==> config.mk <==
export PLATFORM = sky130hd
export DESIGN_NAME = tnc_front
export DESIGN_NICKNAME = d
export VERILOG_FILES = /design/src/tnc_pkg.sv /design/src/tnc_fifo.sv /design/src/tnc_front.sv
export SDC_FILE = /design/constraint.sdc
export NUM_CORES = 1
export LEC_CHECK = 0
export ABC_AREA = 1
export BUFFER_PORTS_ARGS = -buffer_cell sky130_fd_sc_hd__buf_2
export CAP_MARGIN = 30
export CORE_ASPECT_RATIO = 0.6
export CORE_UTILIZATION = 52
export CTS_CLUSTER_SIZE = 30
export DETAILED_ROUTE_END_ITERATION = 6
export PLACE_DENSITY = 0.75
export SYNTH_ARGS = -nofsm -noshare
export SYNTH_HDL_FRONTEND = slang
export SYNTH_HIERARCHICAL = 1
export SYNTH_SLANG_ARGS = --single-unit
==> constraint.sdc <==
create_clock -name clk -period 5.9 [get_ports clk]
set_input_delay 0.295 -clock clk [delete_from_list [all_inputs] [get_ports clk]]
set_output_delay 0.295 -clock clk [all_outputs]
set_load 0.01 [all_outputs]
==> src/tnc_pkg.sv <==
// ----------------------------------------------------------------------------
// tnc_pkg
// shared types, codes and the long-division step of the tick converter
// ----------------------------------------------------------------------------
package tnc_pkg;

  localparam logic [1:0] FUNC_TICKS_TO_NS = 2'd0;
  localparam logic [1:0] FUNC_NS_TO_TICKS = 2'd1;
  localparam logic [1:0] FUNC_DIFF_TO_NS  = 2'd2;

  localparam int unsigned CFG_IDX_W  = 8;
  localparam int unsigned CFG_DATA_W = 32;
  localparam logic [CFG_IDX_W-1:0] CFG_USE_COUNTER  = 8'd0;
  localparam logic [CFG_IDX_W-1:0] CFG_COUNTER_FREQ = 8'd1;

  localparam logic [31:0] NS_PER_SEC = 32'd1000000000;
  localparam logic [31:0] FREQ_RESET = 32'd1000000000;

  localparam int unsigned DIV1_STEPS = 64;
  localparam int unsigned DIV2_STEPS = 32;

  // value to divide, divisor, and the factor the quotient is scaled by
  typedef struct packed {
    logic [63:0] num;
    logic [31:0] dsor;
    logic [31:0] mult;
  } item_t;

  // one restoring step: {next remainder, quotient bit}
  function automatic logic [32:0] div_step(input logic [31:0] rem, input logic nbit,
                                           input logic [31:0] dsor);
    logic [32:0] t;
    logic [32:0] diff;
    t    = {rem, nbit};
    diff = t - {1'b0, dsor};
    if (t >= {1'b0, dsor}) begin
      return {diff[31:0], 1'b1};
    end else begin
      return {t[31:0], 1'b0};
    end
  endfunction

endpackage

==> src/tnc_fifo.sv <==
// ----------------------------------------------------------------------------
// tnc_fifo
// small register queue with push/full and pop/empty sides
// ----------------------------------------------------------------------------
module tnc_fifo #(
  parameter int unsigned W     = 8,
  parameter int unsigned DEPTH = 2
) (
  input  logic         clk,
  input  logic         rst_n,
  input  logic         push,
  output logic         full,
  input  logic [W-1:0] wdata,
  input  logic         pop,
  output logic         empty,
  output logic [W-1:0] rdata
);

  localparam int unsigned AW = (DEPTH > 1) ? $clog2(DEPTH) : 1;
  localparam int unsigned CW = $clog2(DEPTH + 1);

  logic [W-1:0]  mem [DEPTH];
  logic [AW-1:0] wr_ptr_r;
  logic [AW-1:0] rd_ptr_r;
  logic [CW-1:0] count_r;
  logic          do_push;
  logic          do_pop;

  assign full    = (count_r == CW'(DEPTH));
  assign empty   = (count_r == '0);
  assign do_push = push && !full;
  assign do_pop  = pop && !empty;
  assign rdata   = mem[rd_ptr_r];

  always_ff @(posedge clk) begin
    if (do_push) begin
      mem[wr_ptr_r] <= wdata;
    end
  end

  always_ff @(posedge clk) begin
    if (!rst_n) begin
      wr_ptr_r <= '0;
      rd_ptr_r <= '0;
      count_r  <= '0;
    end else begin
      if (do_push) begin
        wr_ptr_r <= (wr_ptr_r == AW'(DEPTH - 1)) ? '0 : wr_ptr_r + 1'b1;
      end
      if (do_pop) begin
        rd_ptr_r <= (rd_ptr_r == AW'(DEPTH - 1)) ? '0 : rd_ptr_r + 1'b1;
      end
      if (do_push && !do_pop) begin
        count_r <= count_r + 1'b1;
      end else if (do_pop && !do_push) begin
        count_r <= count_r - 1'b1;
      end
    end
  end

endmodule

==> src/tnc_front.sv <==
// ----------------------------------------------------------------------------
// tnc_front
// accepts items, maps each to a divide-and-scale job and queues it
// ----------------------------------------------------------------------------
module tnc_front import tnc_pkg::*; #(
  parameter int unsigned DEPTH = 2
) (
  input  logic        clk,
  input  logic        rst_n,
  input  logic        in_push,
  output logic        in_full,
  input  logic [1:0]  in_func,
  input  logic [63:0] in_value_a,
  input  logic [63:0] in_value_b,
  input  logic        use_counter,
  input  logic [31:0] counter_freq_hz,
  input  logic        q_pop,
  output logic        q_empty,
  output item_t       q_item
);

  item_t       job;
  logic [63:0] diff;

  assign diff = in_value_a - in_value_b;

  // pass-through is divide by one, scale by one; zero is scale by zero
  always_comb begin
    job.num  = 64'd0;
    job.dsor = 32'd1;
    job.mult = 32'd1;
    case (in_func)
      FUNC_TICKS_TO_NS, FUNC_DIFF_TO_NS: begin
        job.num = (in_func == FUNC_DIFF_TO_NS) ? diff : in_value_a;
        if (use_counter) begin
          if (counter_freq_hz == 32'd0) begin
            job.mult = 32'd0;
          end else begin
            job.dsor = counter_freq_hz;
            job.mult = NS_PER_SEC;
          end
        end
      end
      FUNC_NS_TO_TICKS: begin
        job.num = in_value_a;
        if (use_counter) begin
          job.dsor = NS_PER_SEC;
          job.mult = counter_freq_hz;
        end
      end
      default: begin
        job.num = 64'd0;
      end
    endcase
  end

  tnc_fifo #(.W($bits(item_t)), .DEPTH(DEPTH)) u_queue (
    .clk   (clk),
    .rst_n (rst_n),
    .push  (in_push),
    .full  (in_full),
    .wdata (job),
    .pop   (q_pop),
    .empty (q_empty),
    .rdata (q_item)
  );

endmodule

==> results, run 1 <==
- The count of TritonRoute iterations in the first routing pass is 6.
- For this run, the total global-route usage over all layers was measured as 0.3344.
- The number of global-route vias before repair is around 14000.
- Setup violations remaining at the end of the flow were counted as 0.
- In this run the worst hold path is classified as in2reg.
- Setup total negative slack on the finished layout was measured at 0 ns.
- By startpoint and endpoint, the worst setup path is classified as reg2out.
- The die span in y is approximately 140 um.
- The die boundary width is ~230 um.
- The number of hold buffers added after CTS was 0.
- The kind of cell adding the most delay to the critical path is buffers and inverters.
- For this design, the slowest cell found on the critical path is sky130_fd_sc_hd__dfxtp_4.
- The number of violations reported at the end of detailed-routing iteration 0 is 1735.
- The count of boundary I/O pins is ~300.
- The number of hold violations in the final report is 0.
- Ranked by total cell area, the synthesized netlist is headed by sky130_fd_sc_hd__edfxtp_1 (46%), sky130_fd_sc_hd__nand2_1 (15%), sky130_fd_sc_hd__inv_1 (8.6%).
- The post-detailed-route DRC marker count is 0.
- The maximum buffer depth of the clock tree is 3.
- Counting the buffers created by CTS gives 25.
- The synthesized design spends more area on one cell type than any other, namely sky130_fd_sc_hd__edfxtp_1.
- The required time reported for the critical path endpoint is 5.61 ns.
- After routing the design area is 19480 um^2.
- The number of antenna violations at the first check in global routing is 6.
- The critical path runs through a total of 4 cells.
- The count of flip-flops with a built-in enable after synthesis is 256.
- The antenna violation net count after detailed routing is 0.
- The number of instances in the synthesized netlist is 2055.
- In the final design database the tool counted 2585 nets.
- The final layout contains routed wiring with a total length of 56180 um.
- The synthesized netlist contains between 40 and 50 unique library cells.
- At the pin with the least slew margin, the transition time is 0.9970 ns.
- The number of setup buffers added after CTS is 0.
- The die covers 33190 um^2.
- For this run, the top clock speed supported by timing is around 300 MHz.
- Walking the worst path, the cells encountered are buf_4 -> buf_16 -> mux2_2 -> buf_2.
- The number of buffer and inverter stages on the critical path is 3.
- The critical path launch point type is a flop.
- The worst max-slew margin expressed relative to the limit is 0.3353.
- VDD sags by at most 0.0002495 V.
- The delay of the slowest critical-path stage is 0.95 ns.
- The total of warnings raised by yosys is 6.
- The main flop type after synthesis is sky130_fd_sc_hd__edfxtp_1.
- The analysis attributes to cell leakage a power of 9.714 nW.
- The routed design could run at a clock period as short as 3.244 ns.
- The number of cells on the worst reg-to-reg path is 3.
- The initial core utilization is 0.5351.
- The register area share after synthesis is 0.4616.
- The number of violations of the max-capacitance limit is 0.
- The flip-flop and latch count after synthesis is 261.
- The critical path arrival is 2.95 ns.
- In the final layout, the share of cells above drive strength 1 is 0.2324.
- Of all flip-flops after synthesis, the portion carrying an async set or reset was 0.
- The floorplan step defined a core boundary enclosing 31530 um^2.
- The flow ran to the end, and the final reports show no timing, DRC or antenna violations.
- Power spread over the standard cell area amounts to 305.5 nW/um^2.
- After clock tree synthesis, the clock-pin slew on the worst setup and hold paths is 0.07 ns.
- Entering global routing, the biggest net connects 68 pins.
- The TritonCTS clock tree is built.
- On the final layout, the worst hold slack is around 0.013 ns.
- The layout has 2774 filler cells.
- The count of buffers added on input and output ports is 296.
- Routability-driven placement finished with a final weighted congestion of 1.012.
- The clock sink total is 261.
- The post-cts repair resize count is 0.
- The share of the synthesized area in the top cell type is 0.4557.
- The average footprint of a synthesized cell is 8.210 um^2.
- After legalization and detailed placement, the total HPWL measured 44440 um.
- The total standard cell area after synthesis is 16870 um^2.
- Of the available clock period, the critical path in the final layout requires 0.5498.
- Using the TritonRoute via totals, the vias-per-cell ratio works out to 5.354.
- The endpoint type of the worst setup path is an output port.
- The root buffer cell chosen for the clock tree is sky130_fd_sc_hd__clkbuf_16.
- The area overhead of the layout relative to synthesis is 15.46%.
- In this run the core area contains 50 standard-cell rows.
- The routed layout has 14950 vias.
- The cell count of the worst hold path is 3.
- The clock latency reported for the late side of the worst-skew pair is around 0.56 ns.
- The placed cell area is 18720 um^2.
- The first-pass GRT wire length is 81740 um.
- Summing internal, switching and leakage power gives around 6 mW.
- The count of pins over their slew limit came to 0.
- In this run the worst path has a maximum fanout of 56.
- Setup repair after global routing left no endpoint under its margin.
- The total overflow left after global routing is 0.
- The clock skew after layout is ~0.031 ns.
- The H-tree depth reported by CTS is 1.
- Dividing the detail-routed wire length by the instance count gives just over 20 um.
- The total nets after synthesis is around 2300.
-- cell families after synthesis --
kind of cell               share of synthesized area
and+or+nand+nor                               0.2406
buffers and inverters                         0.1090
DFF                                           0.4616
AOI/OAI and AO/OA                            0.04947
muxes                                        0.08603
adders and majority gates                    0.04865
xor gates and xnor gates                    0.004672
-- flip-flops by register name, indices dropped and copies added (netlist names), named ones only --
register,flops
u_queue/count_r,2
u_queue/mem,256
u_queue/rd_ptr_r,1
u_queue/wr_ptr_r,1
-- report_power, final --
part	internal (mW)	leakage [nW]	switching (mW)	total, mW
Sequential	2.38	2.48	0.114	2.50
Combinational	0.725	6.87	1.21	1.93
Clock	0.827	0.367	0.697	1.52
Total	3.93	9.71	2.02	5.95
-- cells in the final DEF, fill, tap and decap left out, types with 21 or more instances in the layout --
cell type	instances
sky130_fd_sc_hd__nand2_1	667
sky130_fd_sc_hd__inv_1	388
sky130_fd_sc_hd__buf_2	296
sky130_fd_sc_hd__edfxtp_1	256
sky130_fd_sc_hd__nor2_1	143
sky130_fd_sc_hd__mux2_2	128
sky130_fd_sc_hd__a21oi_1	75
sky130_fd_sc_hd__nand3_1	71
sky130_fd_sc_hd__ha_1	64
sky130_fd_sc_hd__o21ai_0	51
sky130_fd_sc_hd__inv_2	28
sky130_fd_sc_hd__clkbuf_16	25
sky130_fd_sc_hd__nor2_2	21
-- cell usage after synthesis (6+ instances only) --
cell type / number
sky130_fd_sc_hd__a21oi_1: 75
sky130_fd_sc_hd__buf_6: 6
sky130_fd_sc_hd__clkbuf_1: 15
sky130_fd_sc_hd__clkbuf_8: 8
sky130_fd_sc_hd__edfxtp_1: 256
sky130_fd_sc_hd__ha_1: 64
sky130_fd_sc_hd__inv_1: 388
sky130_fd_sc_hd__inv_2: 28
sky130_fd_sc_hd__mux2_2: 128
sky130_fd_sc_hd__nand2_1: 667
sky130_fd_sc_hd__nand2_2: 19
sky130_fd_sc_hd__nand3_1: 71
sky130_fd_sc_hd__nand3b_1: 14
sky130_fd_sc_hd__nand4_1: 17
sky130_fd_sc_hd__nor2_1: 145
sky130_fd_sc_hd__nor2_2: 21
sky130_fd_sc_hd__nor3_1: 10
sky130_fd_sc_hd__o21ai_0: 51
sky130_fd_sc_hd__o21ai_1: 19
-- routing by layer --
layer  vias to the layer above  part of all wire  track usage
li1                       7154                 -            -
met1                      6917              0.48       0.5421
met2                       809              0.37       0.4254
met3                        67              0.13       0.1013
met4                         2             0.015      0.05976
met5                         -            0.0023      0.02976
-- stage by stage --
| step | util | instances | setup WS, ns |
|---|---|---|---|
| after CTS | 0.6174 | 2787 | 2.641 |
| after global placement | 0.5929 | 2741 | 2.921 |
| after global routing | 0.6178 | 2792 | 2.531 |
| after floorplan | - | 2055 | -0.5304 |
| final | 0.6178 | 2792 | 2.656 |
| after detailed placement | 0.5937 | 2742 | 2.962 |
-- path summary, 6_finish.rpt --
check | startpoint | endpoint | slack [ns]
min | rst_n | u_queue/count_r[1] | 0.01
min reg2reg | u_queue/rd_ptr_r | flop | 0.51
max reg2reg | u_queue/count_r[0] | u_queue/mem[1][115] | 3.25
max | flop | q_item[106] | 2.66
-- final cells by class --
type	instances	area [um^2]	area share
flip-flops and latches	261	7791	0.4000
multi-input cells	1340	7259	0.3727
repair buffers	306	1577	0.08093
inverters	419	1573	0.08074
clock buffers	32	651.9	0.03346
well taps	416	520.5	0.02672
clock inverters	13	95.09	0.004882
diodes	5	12.51	0.0006423
-- worst register-to-register path: stages (launching register included) --
cell                      delay, ns
sky130_fd_sc_hd__dfxtp_1       0.40
sky130_fd_sc_hd__o21ai_1       0.23
sky130_fd_sc_hd__nor2_4        0.68
sky130_fd_sc_hd__buf_4         0.85
(Power assumes the default switching activity.)
==> run 2: changes to the inputs <==
--- a/config.mk
+++ b/config.mk
@@ -9,10 +9,10 @@
 export BUFFER_PORTS_ARGS = -buffer_cell sky130_fd_sc_hd__buf_2
 export CAP_MARGIN = 30
 export CORE_ASPECT_RATIO = 0.6
-export CORE_UTILIZATION = 52
+export CORE_UTILIZATION = 57
 export CTS_CLUSTER_SIZE = 30
 export DETAILED_ROUTE_END_ITERATION = 6
-export PLACE_DENSITY = 0.75
+export PLACE_DENSITY = 0.78
 export SYNTH_ARGS = -nofsm -noshare
 export SYNTH_HDL_FRONTEND = slang
 export SYNTH_HIERARCHICAL = 1
==> constraint.sdc (replaced) <==
create_clock -name clk -period 3.31 [get_ports clk]
set_input_delay 0.1655 -clock clk [delete_from_list [all_inputs] [get_ports clk]]
set_output_delay 0.1655 -clock clk [all_outputs]
set_load 0.01 [all_outputs]
==> run 2 against run 1 <==
  * Die area down 8.7%
  * Utilization up 8.0 points
  * First-iteration DRC count is 8.7% lower
  * Non-clock buffer count grew 63
  * Sequential power grew 76%
  * Sequential share of layout area down 1.4 points
  * Critical path type is now in2reg
  * Largest power group unchanged
  * Highest routed layer is now met4
==> results, run 2 (synthesized netlist as in run 1, its figures left out) <==
- The number of hold buffers added after CTS came to 53 (+53).
- The slew at the pin closest to its max-slew limit came to 0.8162 ns (-0.1808 ns).
- The initial core utilization was 0.5828 (+0.04774).
- The power after layout is 10.94 mW (+84%).
- The worst hold slack after final layout is 0.01638 ns (+0.003762 ns).
- The count of TritonRoute iterations in the first routing pass is 6 (unchanged).
- The clock latency reported for the late side of the worst-skew pair is 0.56 ns (about the same).
- Setup repair after global routing left no endpoint under its margin.
- The root buffer cell is sky130_fd_sc_hd__clkbuf_16.
- The worst max-slew margin expressed relative to the limit came to 0.4545 (+0.1192).
- The area of the core is 28950 um^2 (-8.2%).
- The detailed-route vias per instance is 5.393 (+0.73%).
- The critical setup path kind is in2reg.
- The ratio of total power to cell area came to 541.5 nW/um^2 (+77%).
- From synthesis to final layout, the design area changed by 19.69%.
- The final weighted congestion in routability-driven placement is 1.069 (+5.6%).
- The worst setup path is launched from an input pin.
- The total clock buffers created by CTS is 25 (unchanged).
- The overall routing resource usage was 0.3540 (+0.01956).
- The post-detailed-route DRC marker count is 0 (unchanged).
- The source of the worst register-to-register timing path is u_queue/count_r[0].
- The total of endpoints with negative setup slack in the final report was 0 (unchanged).
- The setup slack of the worst register-to-register path is 1.38 ns (-1.87 ns).
- The time the final worst path needs with I/O delays and setup is 2.661 ns.
- The number of hold violations in the final report was 0 (unchanged).
- The commonest non-fill, non-tap cell in the layout is sky130_fd_sc_hd__nand2_1.
- The final non-filler cell area is 20190 um^2 (+3.7%).
- The layout cell share with drive strength beyond 1 was 0.2333 (+0.0008735).
- The slack of the critical path is 0.6486 ns (-2.008 ns).
- The share of the clock period used by the worst path is 0.8041.
- The peak supply drop is 0.0006042 V (+140%).
- The antenna violation net count after detailed routing came to 0 (unchanged).
- The largest registers in the layout are u_queue/mem x256, u_queue/count_r x2.
- The H-tree depth reported by CTS is 1 (unchanged).
- The die boundary width is 224.1 um (-4.4%).
- The pin count of the biggest net entering global routing is 90 (+32%).
- The number of cells traversed by the worst register-to-register path came to 3 (unchanged).
- The number of violations reported at the end of detailed-routing iteration 0 came to 1584 (-8.7%).
- The minimum setup slack after placement is 0.6159 ns (-2.346 ns).
- The global route total overflow is 0 (unchanged).
- The most flop-heavy register is u_queue/mem.
- The number of I/O port buffers is 296 (unchanged).
- The critical path arrival is 2.96 ns (about the same).
- The min-delay analysis places its worst path in the category in2reg.
- The total inserted antenna cells is 0 (-5).
- The post-cts repair resize count is 0 (unchanged).
- The number of violations of the max-capacitance limit is 0 (unchanged).
- STA classifies the critical path endpoint as a flop.
- The setup TNS is 0 ns (unchanged).
- The worst setup path startpoint is in_value_a[37].
- The clock sink total is 261 (unchanged).
- The die area is 30310 um^2 (-8.7%).
- The required time reported for the critical path endpoint came to 3.61 ns (-2.00 ns).
- The number of global-route vias before repair is 13960 (+0.90%).
- The clock edge transition at the registers on the reported setup and hold paths is 0.07 ns (about the same).
- The leakage power of the design came to 10.04 nW (+3.4%).
- The routed wire length is 54640 um (-2.8%).
- The HPWL after detailed placement was 41580 um (-6.4%).
- The maximum buffer depth of the clock tree is 3 (unchanged).
- TritonCTS built the clock tree.
- The placed cell area is 18840 um^2 (+0.65%).
- The via count came to 15290 (+2.3%).
- The number of flip-flops in the largest register is 256 (unchanged).
- The terminus of the critical flop-to-flop path is u_queue/mem[0][38].
- The count of pins over their slew limit is 0 (unchanged).
- The number of antenna violations at the first check in global routing is 0 (-6).
- The number of nets in the layout was 2648 (+2.4%).
- Based on the critical path, the design can be clocked at up to 375.7 MHz.
- The number of setup buffers added after CTS is 0 (unchanged).
- The die span in y is 135.3 um (-4.4%).
- The maximum net fanout on the critical path came to 5 (-91%).
- The top cell types in the final layout, fill and taps aside, are sky130_fd_sc_hd__nand2_1 (667), sky130_fd_sc_hd__inv_1 (388), sky130_fd_sc_hd__buf_2 (296).
- The clock skew after layout is 0.02091 ns (-0.01054 ns).
- The count of boundary I/O pins was 297 (unchanged).
- The detail-routed net length per standard cell is 19.27 um (-4.2%).
- The run finished with clean final reports.
- The first-pass GRT wire length is 80350 um (-1.7%).
- The standard-cell row count is 48 (-4.0%).
- The critical path ends at u_queue/mem[0][118].
-- run 2: final cells by class --
cell class              count  area, um^2
multi-input cells        1340        7259
well taps                 400       500.5
fillers                  2308        8755
repair buffers            369        2250
flip-flops and latches    261        7791
clock inverters            16       175.2
inverters                 419        1573
clock buffers              30       644.4
-- run 2: critical path, stage by stage --
cell and delay, ns:
sky130_fd_sc_hd__dlygate4sd3_1 0.54, sky130_fd_sc_hd__buf_2 0.15, sky130_fd_sc_hd__ha_1 0.39, sky130_fd_sc_hd__nand2_1 0.21, sky130_fd_sc_hd__inv_1 0.07, sky130_fd_sc_hd__a21oi_1 0.49
sky130_fd_sc_hd__nand2_1 0.21, sky130_fd_sc_hd__inv_1 0.18, sky130_fd_sc_hd__nand2_1 0.12, sky130_fd_sc_hd__nand2_1 0.08, sky130_fd_sc_hd__nand3_1 0.07, sky130_fd_sc_hd__nand2_1 0.06
sky130_fd_sc_hd__nand3_1 0.09, sky130_fd_sc_hd__nand2_1 0.09, sky130_fd_sc_hd__inv_1 0.05
-- run 2: layer usage --
layer	global-route usage	wire length [um]	vias up	part of all wire
met5	0	0	-	0
met4	0.06431	1041	0	0.019
met3	0.1208	7402	73	0.14
met2	0.4802	21170	853	0.39
met1	0.5421	25030	7092	0.46
li1	-	-	7272	-
-- run 2: power by group --
part	switching (mW)	total (mW)	internal [mW]
Clock	1.31	2.96	1.64
Sequential	0.169	4.41	4.24
Combinational	2.20	3.57	1.38
Total	3.68	10.9	7.26
-- run 2: stage by stage --
| step | util | std cells |
|---|---|---|
| 3_3_place_gp | 0.6509 | 2736 |
| 6_report | 0.6976 | 2835 |
| 4_1_cts | 0.6976 | 2835 |
| 3_5_place_dp | 0.6509 | 2736 |
| 5_1_grt | 0.6976 | 2835 |
| 2_1_floorplan | - | 2055 |
-- run 2: worst min path at each step --
stage	cells past startpoint	startpoint	slack, ns	endpoint
6_report	3	counter_freq_hz[12]	0.02	u_queue/mem[0][44]
3_3_place_gp	3	rst_n	0.43	u_queue/count_r[1]
5_1_grt	3	in_value_a[22]	0.03	u_queue/mem[1][86]
2_1_floorplan	2	rst_n	0.29	u_queue/count_r[1]
3_5_place_dp	3	rst_n	0.44	u_queue/count_r[1]
4_1_cts	3	counter_freq_hz[8]	0.0006	u_queue/mem[1][8]
==> run 3: changes to the inputs <==
--- a/config.mk
+++ b/config.mk
@@ -5,11 +5,11 @@
 export SDC_FILE = /design/constraint.sdc
 export NUM_CORES = 1
 export LEC_CHECK = 0
-export ABC_AREA = 1
+export ABC_AREA = 0
 export BUFFER_PORTS_ARGS = -buffer_cell sky130_fd_sc_hd__buf_2
 export CAP_MARGIN = 30
 export CORE_ASPECT_RATIO = 0.6
-export CORE_UTILIZATION = 57
+export CORE_UTILIZATION = 56
 export CTS_CLUSTER_SIZE = 30
 export DETAILED_ROUTE_END_ITERATION = 6
 export PLACE_DENSITY = 0.78
==> constraint.sdc (replaced) <==
create_clock -name clk -period 2.47 [get_ports clk]
set_input_delay 0.1235 -clock clk [delete_from_list [all_inputs] [get_ports clk]]
set_output_delay 0.1235 -clock clk [all_outputs]
set_load 0.01 [all_outputs]
==> run 3 against run 2 <==
  * Count of clock-buffer cells in the layout is 1 lower
  * The flow now finishes with violations (setup timing)
  * Wire length decreased by 17%
  * Critical endpoint is now u_queue/mem[0][122]
  * Utilization rose by 10 points
  * Cell area increased by 2.0%
  * Sequential power up 34%
  * Final cell count shrank 23%
  * Largest cell class unchanged
  * Total power rose by 41%
  * Critical path type unchanged
  * Combinational power up 56%
  * Synthesized cell count down 41%
  * Via count is 19% lower
  * Sequential share of layout area shrank 0.73 points
==> results, run 3 <==
- The slew at the pin closest to its max-slew limit was 0.7713 ns (-0.04492 ns).
- The sequential cell area in the final layout came to 7792 um^2 (about the same).
- The count of boundary I/O pins is 297 (unchanged).
- The fill cell instance count of the final layout is 1555 (-33%).
- CTS placed an instance of sky130_fd_sc_hd__clkbuf_16 at the clock tree root.
- The length of routed met2 wiring is 19570 um (-7.6%).
- The flow ran to the end, but the final reports show violations.
- The source of the worst register-to-register timing path is u_queue/count_r[0].
- The number of instances in the synthesized netlist is 1205 (-41%).
- The count of flip-flops with a built-in enable after synthesis is 256 (unchanged).
- The detailed-route vias per instance is 5.716 (+6.0%).
- The worst max-slew margin expressed relative to the limit is 0.4858 (+0.03127).
- The clock sink total came to 261 (unchanged).
- The worst setup path startpoint is in_value_a[0].
- The setup slack of the worst register-to-register path is 0.60 ns (-0.78 ns).
- The endpoint type of the worst setup path is a flop.
- The share of the clock period used by the worst path is 1.007.
- Following the worst setup path forward leads to its endpoint at u_queue/mem[0][122].
- The leakage power of the design is 9.036 nW (-10%).
- The standard-cell row count was 45 (-6.3%).
- The pin count of the biggest net entering global routing is 60 (-33%).
- The maximum buffer depth of the clock tree is 3 (unchanged).
- The count of TritonRoute iterations in the first routing pass is 5 (-1).
- The net switching share of the total power is 0.3160 (-0.02025).
- The critical path arrival came to 2.78 ns (-0.18 ns).
- The total of warnings raised by yosys is 6 (unchanged).
- The register area share after synthesis is 0.5230 (+0.06140).
- The TritonCTS clock tree is built.
- The H-tree depth reported by CTS is 1 (unchanged).
- The die boundary width was 212.5 um (-5.2%).
- The ratio of total power to cell area came to 748.8 nW/um^2 (+38%).
- The length of routed wiring on met1 is 20710 um (-17%).
- The number of cells traversed by the worst register-to-register path is 4 (+1).
- The top cell types in the final layout, fill and taps aside, are sky130_fd_sc_hd__buf_2 (293), sky130_fd_sc_hd__edfxtp_1 (256), sky130_fd_sc_hd__buf_4 (250).
- The part of the total power dissipated in sequential elements is 0.384 (-0.019).
- The flip-flop and latch count after synthesis is 261 (unchanged).
- The global route total overflow came to 0 (unchanged).
- The number of global-route vias before repair is 11880 (-15%).
- The total placed cells including tap cells came to 2045 (-25%).
- The number of violations of the max-capacitance limit is 0 (unchanged).
- The worst hold slack after final layout came to 0.02124 ns (+0.004854 ns).
- The clock latency reported for the late side of the worst-skew pair is 0.55 ns (about the same).
- The initial core utilization is 0.5800 (-0.002844).
- The routed wire length was 45080 um (-17%).
- The layout cell share with drive strength beyond 1 is 0.4465 (+0.2132).
- The critical setup path kind is in2reg.
- The peak supply drop came to 0.0007031 V (+16%).
- The number of nets in the layout is 2034 (-23%).
- The number of violations reported at the end of detailed-routing iteration 0 is 1217 (-23%).
- The required time reported for the critical path endpoint came to 2.76 ns (-0.85 ns).
- The total nets after synthesis is 1437 (-37%).
- Leaving out fill and tap cells, the most frequent cell in the layout is sky130_fd_sc_hd__buf_2.
- The fraction of registers with async set or reset after synthesis is 0 (unchanged).
- The total of endpoints with negative setup slack in the final report came to 2 (+2).
- The area of the core is 25670 um^2 (-11%).
- The main flop type after synthesis is sky130_fd_sc_hd__edfxtp_1.
- The number of hold violations in the final report is 0 (unchanged).
- The power spent charging and discharging nets is 4.871 mW (+32%).
- The most flop-heavy register is u_queue/mem.
- The first-pass GRT wire length was 66560 um (-17%).
- In the post-synthesis netlist, the biggest area contributors are sky130_fd_sc_hd__edfxtp_1 (52%), sky130_fd_sc_hd__mux2_2 (9.7%), sky130_fd_sc_hd__ha_1 (5.4%).
- Setup repair after global routing could not meet its margin everywhere.
- Ranked by instance count, the synthesized netlist is headed by sky130_fd_sc_hd__edfxtp_1 (256), sky130_fd_sc_hd__mux2_2 (128), sky130_fd_sc_hd__inv_1 (80), sky130_fd_sc_hd__a21o_1 (76), sky130_fd_sc_hd__ha_1 (64).
- The area overhead of the layout relative to synthesis is 38.26%.
- The overall routing resource usage is 0.3221 (-0.03187).
- The library cell occupying the most area in the post-synthesis netlist is sky130_fd_sc_hd__edfxtp_1.
- The most common cell in the synthesized netlist is sky130_fd_sc_hd__edfxtp_1.
- The worst setup path is launched from an input pin.
- The number of flip-flops in the largest register came to 256 (unchanged).
- The share of the synthesized area in the top cell type is 0.5163 (+0.06061).
- The count of pins over their slew limit came to 0 (unchanged).
- The minimum setup slack after placement is -0.6544 ns (-1.270 ns).
- The number of distinct standard cells referenced by the synthesized netlist came to 90 (+120%).
- The die area came to 27270 um^2 (-10%).
- The total length of routed met3 wires is 3597 um (-51%).
- The maximum net fanout on the critical path came to 3 (-2).
- The clock skew after layout is 0.01382 ns (-0.007094 ns).
- The number of I/O port buffers is 296 (unchanged).
- The clock edge transition at the registers on the reported setup and hold paths is 0.07 ns (about the same).
- The non-filler instance count after layout was 2174 (-23%).
- The slack of the critical path came to -0.01711 ns (-0.6657 ns).
- The total clock buffers created by CTS is 25 (unchanged).
- The number of antenna violations at the first check in global routing was 2 (+2).
- The die span in y is 128.3 um (-5.1%).
- The total standard cell area after synthesis was 14890 um^2 (-12%).
- The largest registers in the layout are u_queue/mem x256, u_queue/count_r x2.
- The smallest clock period supported by the final layout is computed as about 2.5 ns.
- The via count is 12430 (-19%).
- The terminus of the critical flop-to-flop path is u_queue/mem[0][103].
- Derived from the worst setup path, the maximum achievable clock frequency is 402.1 MHz.
- The HPWL after detailed placement came to 32020 um (-23%).
- The startpoint identified for the worst hold timing path is in_value_a[9].
- The multi-input combinational cell area was 6794 um^2 (-6.4%).
- The post-detailed-route DRC marker count is 0 (unchanged).
- Routed signal wires occupy layers up through met5.
- The final weighted congestion in routability-driven placement is 0.9282 (-13%).
- The internal power was 10.54 mW (+45%).
- The part of the total power dissipated in combinational logic is 0.361 (+0.034).
- The antenna violation net count after detailed routing is 0 (unchanged).
- The average footprint of a synthesized cell is 12.36 um^2 (+51%).
- The detail-routed net length per standard cell is 20.73 um (+7.6%).
- The final reports fail on setup timing.
- The relative contribution of the clock network to total power came to 0.255 (-0.015).
- The type of the worst min-delay path is in2reg.
[run 3: cell count changes after synthesis, sizes merged, moves of 33 or more]
cell,previous run,this run
xnor2,5,38
and2,0,44
a21o,2,78
inv,416,81
nand3,73,17
a22o,1,51
nand2,687,48
nor2,167,36
[run 3: area by class of cell]
cell class                 instances  area share
clock inverter                    17    0.008691
tap                              352     0.02139
sequential                       261      0.3785
multi-input combinational        797      0.3300
inverter                          82     0.01641
timing repair buffer             635      0.2137
antenna                            1   0.0001216
clock buffer                      29     0.03112
[run 3: routing by layer]
| metal | up-vias | track usage |
|---|---|---|
| met5 | - | 0 |
| met4 | 2 | 0.09099 |
| met3 | 83 | 0.04900 |
| met2 | 596 | 0.4833 |
| met1 | 5956 | 0.4854 |
| li1 | 5790 | - |
[run 3: power groups by stage]
stage | Combinational, mW | Sequential, mW | Clock, mW
global placement | 5.22 | 5.96 | 0
finish | 5.57 | 5.92 | 3.93
CTS | 5.44 | 5.92 | 3.94
floorplan | 3.20 | 5.90 | 0
detailed placement | 5.28 | 6.00 | 0
global route | 5.90 | 5.98 | 4.12
[run 3: logic make-up after synthesis]
kind of cell | Yosys count | synth area share
fa+ha+maj | 65 | 0.05512
compound gates | 324 | 0.1649
buf+inv | 147 | 0.04605
simple gates | 222 | 0.07999
xor+xnor | 57 | 0.03353
flops | 261 | 0.5230
mux | 129 | 0.09747
[run 3: worst min-delay path by stage]
| stage | end | slack, ns | depth (start not counted) |
|---|---|---|---|
| 2_1_floorplan | u_queue/wr_ptr_r | 0.24 | 1 |
| 3_3_place_gp | u_queue/wr_ptr_r | 0.40 | 2 |
| 3_5_place_dp | flop | 0.40 | 2 |
| 4_1_cts | u_queue/mem[1][127] | 0.002 | 3 |
| 5_1_grt | u_queue/mem[0][73] | 0.02 | 2 |
| 6_report | u_queue/mem[0][73] | 0.02 | 2 |
[run 3: critical path: stages]
cell and delay, ns:
sky130_fd_sc_hd__buf_12 0.11, sky130_fd_sc_hd__inv_12 0.04, sky130_fd_sc_hd__ha_4 0.14, sky130_fd_sc_hd__fa_2 0.23, sky130_fd_sc_hd__nor2b_4 0.05, sky130_fd_sc_hd__o21a_1 0.18, sky130_fd_sc_hd__a311o_2 0.42, sky130_fd_sc_hd__a221oi_4 0.26
sky130_fd_sc_hd__o211ai_2 0.17, sky130_fd_sc_hd__a311o_2 0.40, sky130_fd_sc_hd__a21oi_4 0.23, sky130_fd_sc_hd__o21ai_2 0.09, sky130_fd_sc_hd__xnor2_1 0.13, sky130_fd_sc_hd__a22o_1 0.19
[run 3: repair_timing]
action                                  4_1_cts  5_1_grt
pin swaps                                     8       20
endpoints found under the setup margin       16       39
gates resized for setup                       4       27
hold buffers                                 74        0
endpoints found under the hold margin       209        0
setup buffers                                 2        6
[run 3: stage by stage]
step	TNS, ns	utilization	total power [mW]	instance area, um^2
floorplan	-218.58	-	9.100	15160
global placement	-32.58	0.7322	11.18	18800
detailed placement	-35.73	0.7322	11.28	18800
CTS	-0.002127	0.7946	15.30	20400
global route	-0.4887	0.8019	16.00	20590
finish	-0.03404	0.8019	15.42	20590
